[config.mk]
export PLATFORM = sky130hd
export DESIGN_NAME = lpsm_mem
export DESIGN_NICKNAME = d
export VERILOG_FILES = /design/src/lpsm_mem.sv
export SDC_FILE = /design/constraint.sdc
export NUM_CORES = 1
export LEC_CHECK = 0
export ABC_CLOCK_PERIOD_IN_PS = 3400
export BUFFER_PORTS_ARGS = -buffer_cell sky130_fd_sc_hd__buf_2
export CAP_MARGIN = 20
export CORE_MARGIN = 5
export CORE_UTILIZATION = 50
export DETAILED_ROUTE_END_ITERATION = 6
export PLACE_DENSITY = 0.65
export SLEW_MARGIN = 20
export SYNTH_ARGS = -nofsm -noshare
export SYNTH_HDL_FRONTEND = slang
export SYNTH_SLANG_ARGS = --single-unit
export TNS_END_PERCENT = 30
[constraint.sdc]
create_clock -name clk -period 3.4 [get_ports clk]
set_input_delay 0.34 -clock clk [delete_from_list [all_inputs] [get_ports clk]]
set_output_delay 0.34 -clock clk [all_outputs]
set_load 0.03 [all_outputs]
[src/lpsm_mem.sv]
// Synchronous memory with one write and one registered read port.
// Contents are undefined until written; the top level clears it after reset.
// Depends on nothing but its parameters.
`default_nettype none

module lpsm_mem #(
	parameter int DEPTH = 64,
	parameter int WIDTH = 25
) (
	input wire logic clk,
	input wire logic we,
	input wire logic [$clog2(DEPTH)-1:0] waddr,
	input wire logic [WIDTH-1:0] wdata,
	input wire logic [$clog2(DEPTH)-1:0] raddr,
	output logic [WIDTH-1:0] rdata
);

	logic [WIDTH-1:0] mem [DEPTH];
	logic [WIDTH-1:0] data_q;

	// Storage array and registered read.
	always_ff @(posedge clk) begin
		if (we) begin
			mem[waddr] <= wdata;
		end
		data_q <= mem[raddr];
	end

	assign rdata = data_q;

endmodule

`default_nettype wire
==> flow_summary.ini <==
[clocking]
path_clk_slew_ns = 0.06
cts_sinks = 1625
cts_resized = 0
cts-buffers-inserted = 162
cts_hold_buf = 0
cts_max_level = 4
clockRootBuffer = clkbuf_16
cts_tree = built
post_cts_buffers = 0
clk_latency_ns = 0.77
clock_path_buffers = 3

[setup_path]
rr_worst_depth = 5
critical_path_class = in2reg
rr_startpoint = mem[5][16]
required_ns = 4.09
r2r_slack_ns = 1.30
start_kind = input port
worstSetupEndpointType = flip-flop
critPathArrivalTime_ns = 2.92
path_max_fanout = 47
worstReg2RegEnd = rdata[16]

[logic_synthesis]
ys_ff_latch = 1625
yosys_warnings = 0
synth_top_area_share = 0.769
synthFlopType = edfxtp_1
synth_top_cell_by_area = edfxtp_1
ys_async_sr_fraction = 0
yosys-top-cells-area = edfxtp_1, mux4_2, mux2_2
syn_nets = 2889
syn_inst = 2850
syn_area_per_cell_um2 = 21.9
synth_area_mm2 = 0.0625
ys_types = 45
synth_edf_count = 1600
seq_area_frac_synth = 0.777

[placement]
dp_hpwl_um = 91600
port_buffers = 63
gp_congestion = 0.832

[detailed_routing]
drc_errors = 0
vias_per_cell = 6.26
num_vias = 30500
drt_pass1_iterations = 5
ant_nets = 0
drt_iter0_markers = 3711
routedWlPerCell_um = 31.8
drt_wl_total_um = 155000

[global_routing]
grt_usage = 0.236
grt_pass1_wl_um = 223000
grt_max_degree = 79
overflow = 0
grt_pass1_vias = 31000
antenna_found_initial = 12

[timing]
finalSetupTns_ns = 0
report.final.slew_viol_count = 0
period_share = 0.658
finalSetupViolCount = 0
slew_headroom = 0.250
fmax_mhz = 447
rsz0062_at_grt = no
min_period_ns = 2.24
fin_skew_ns = 0.0237
hold_violations = 0
tightestPinTransition_ns = 1.12

[final_layout]
drive_above_1_share = 0.302
num-fill-cells = 9020
post-route-util = 0.570
final_cell_mix = edfxtp_1, mux4_2, clkbuf_16
syn_to_final_growth_pct = 13.1
final_common_cell = edfxtp_1
final_nets = 3123

[floorplanning]
die-area_mm2 = 0.132
io_pins = 64
core_area_mm2 = 0.124
die_y_um = 364
start_util = 0.504
rows = 129
fp.dieW_um = 364

[power_and_ir_drop]
power.density_mw_per_mm2 = 592
leakagePower_nw = 22.5
ir_worst_vdd_v = 0.000549

[status]
outcome = completed

[min_path]
hp-class = in2reg
hold_end = mem[33][7]
hold-path-cell-count = 1
min_from = wdata[7]

[job]
drv_cap = 0
-- routing by layer --
metal  share of wire  global-route usage  vias up
met4           0.027              0.0672        4
met5         0.00016                   0        -
met1            0.41               0.346    16300
met3           0.083              0.0361      201
met2            0.48               0.376     1468
li1                -                   -    12500
-- worst max-delay path, cell delays in order --
cell	delay [ns]
buf_8	0.38
buf_12	0.32
buf_12	0.29
mux2_2	0.20
o22ai_1	0.08
o21ai_0	0.62
o311ai_1	0.26
buf_4	0.20
a21oi_1	0.15
-- report_power, final --
part	switching (mW)	total, mW	internal (mW)
Clock	7.42	17.4	9.97
Combinational	1.40	2.19	0.788
Sequential	0.0866	22.3	22.2
Total	8.91	41.8	32.9
-- area by class of cell --
cell class	instances	area, um2	share of cell area
Antenna cell	10	25.0	0.000354
Clock buffer	214	4340	0.0614
Clock inverter	85	868	0.0123
Multi-Input combinational cell	1059	13000	0.183
Sequential cell	1625	48500	0.687
Tap cell	1637	2050	0.0290
Timing Repair Buffer	236	1930	0.0273
-- registers in the layout (all words and copies together), names as in the netlist --
register,flops
mem,1600
rdata,25
-- through the flow --
| stage | instance area, um2 | total power, mW | worst slack, ns | hold slack (ns) | instances |
|---|---|---|---|---|---|
| final | 70700 | 41.8 | 1.16 | 0.120 | 4866 |
| after global routing | 70700 | 43.1 | 1.08 | 0.116 | 4856 |
| after CTS | 70700 | 42.1 | 1.19 | 0.106 | 4856 |
| after floorplan | 62500 | 23.9 | 0.366 | 0.439 | 2850 |
| after global placement | 65500 | 24.8 | 0.342 | 0.786 | 4557 |
| after detailed placement | 65500 | 24.9 | 0.374 | 0.779 | 4557 |
-- cells in the mapped netlist, drive strengths merged, types with 25 or more instances --
cell type	count
mux2i	131
mux2	126
o21ai	38
o22ai	96
clkbuf	49
edfxtp	1600
mux4	310
buf	117
dfxtp	25
a22oi	37
nor2	90
nor3	26
-- cell families (layout without fill, tap and decap cells) --
group,count (synthesis),in the layout,synth area share
AO/OA/AOI/OAI,295,295,0.0331
buffers and inverters,166,535,0.0187
flip-flops,1625,1625,0.777
multiplexers,567,567,0.156
other,0,10,0
AND/OR/NAND/NOR,197,197,0.0155
-- worst max-delay path by stage --
stage / from / endpoint / slack (ns) / depth (start not counted)
after floorplan: waddr[3] / mem[48][0] / 0.37 / 4
after global placement: raddr[0] / rdata[8] / 0.34 / 9
after detailed placement: raddr[0] / rdata[4] / 0.37 / 9
after CTS: raddr[0] / rdata[4] / 1.19 / 9
after global routing: raddr[0] / rdata[3] / 1.08 / 9
final: raddr[0] / rdata[4] / 1.16 / 9
(Power assumes the default switching activity.)
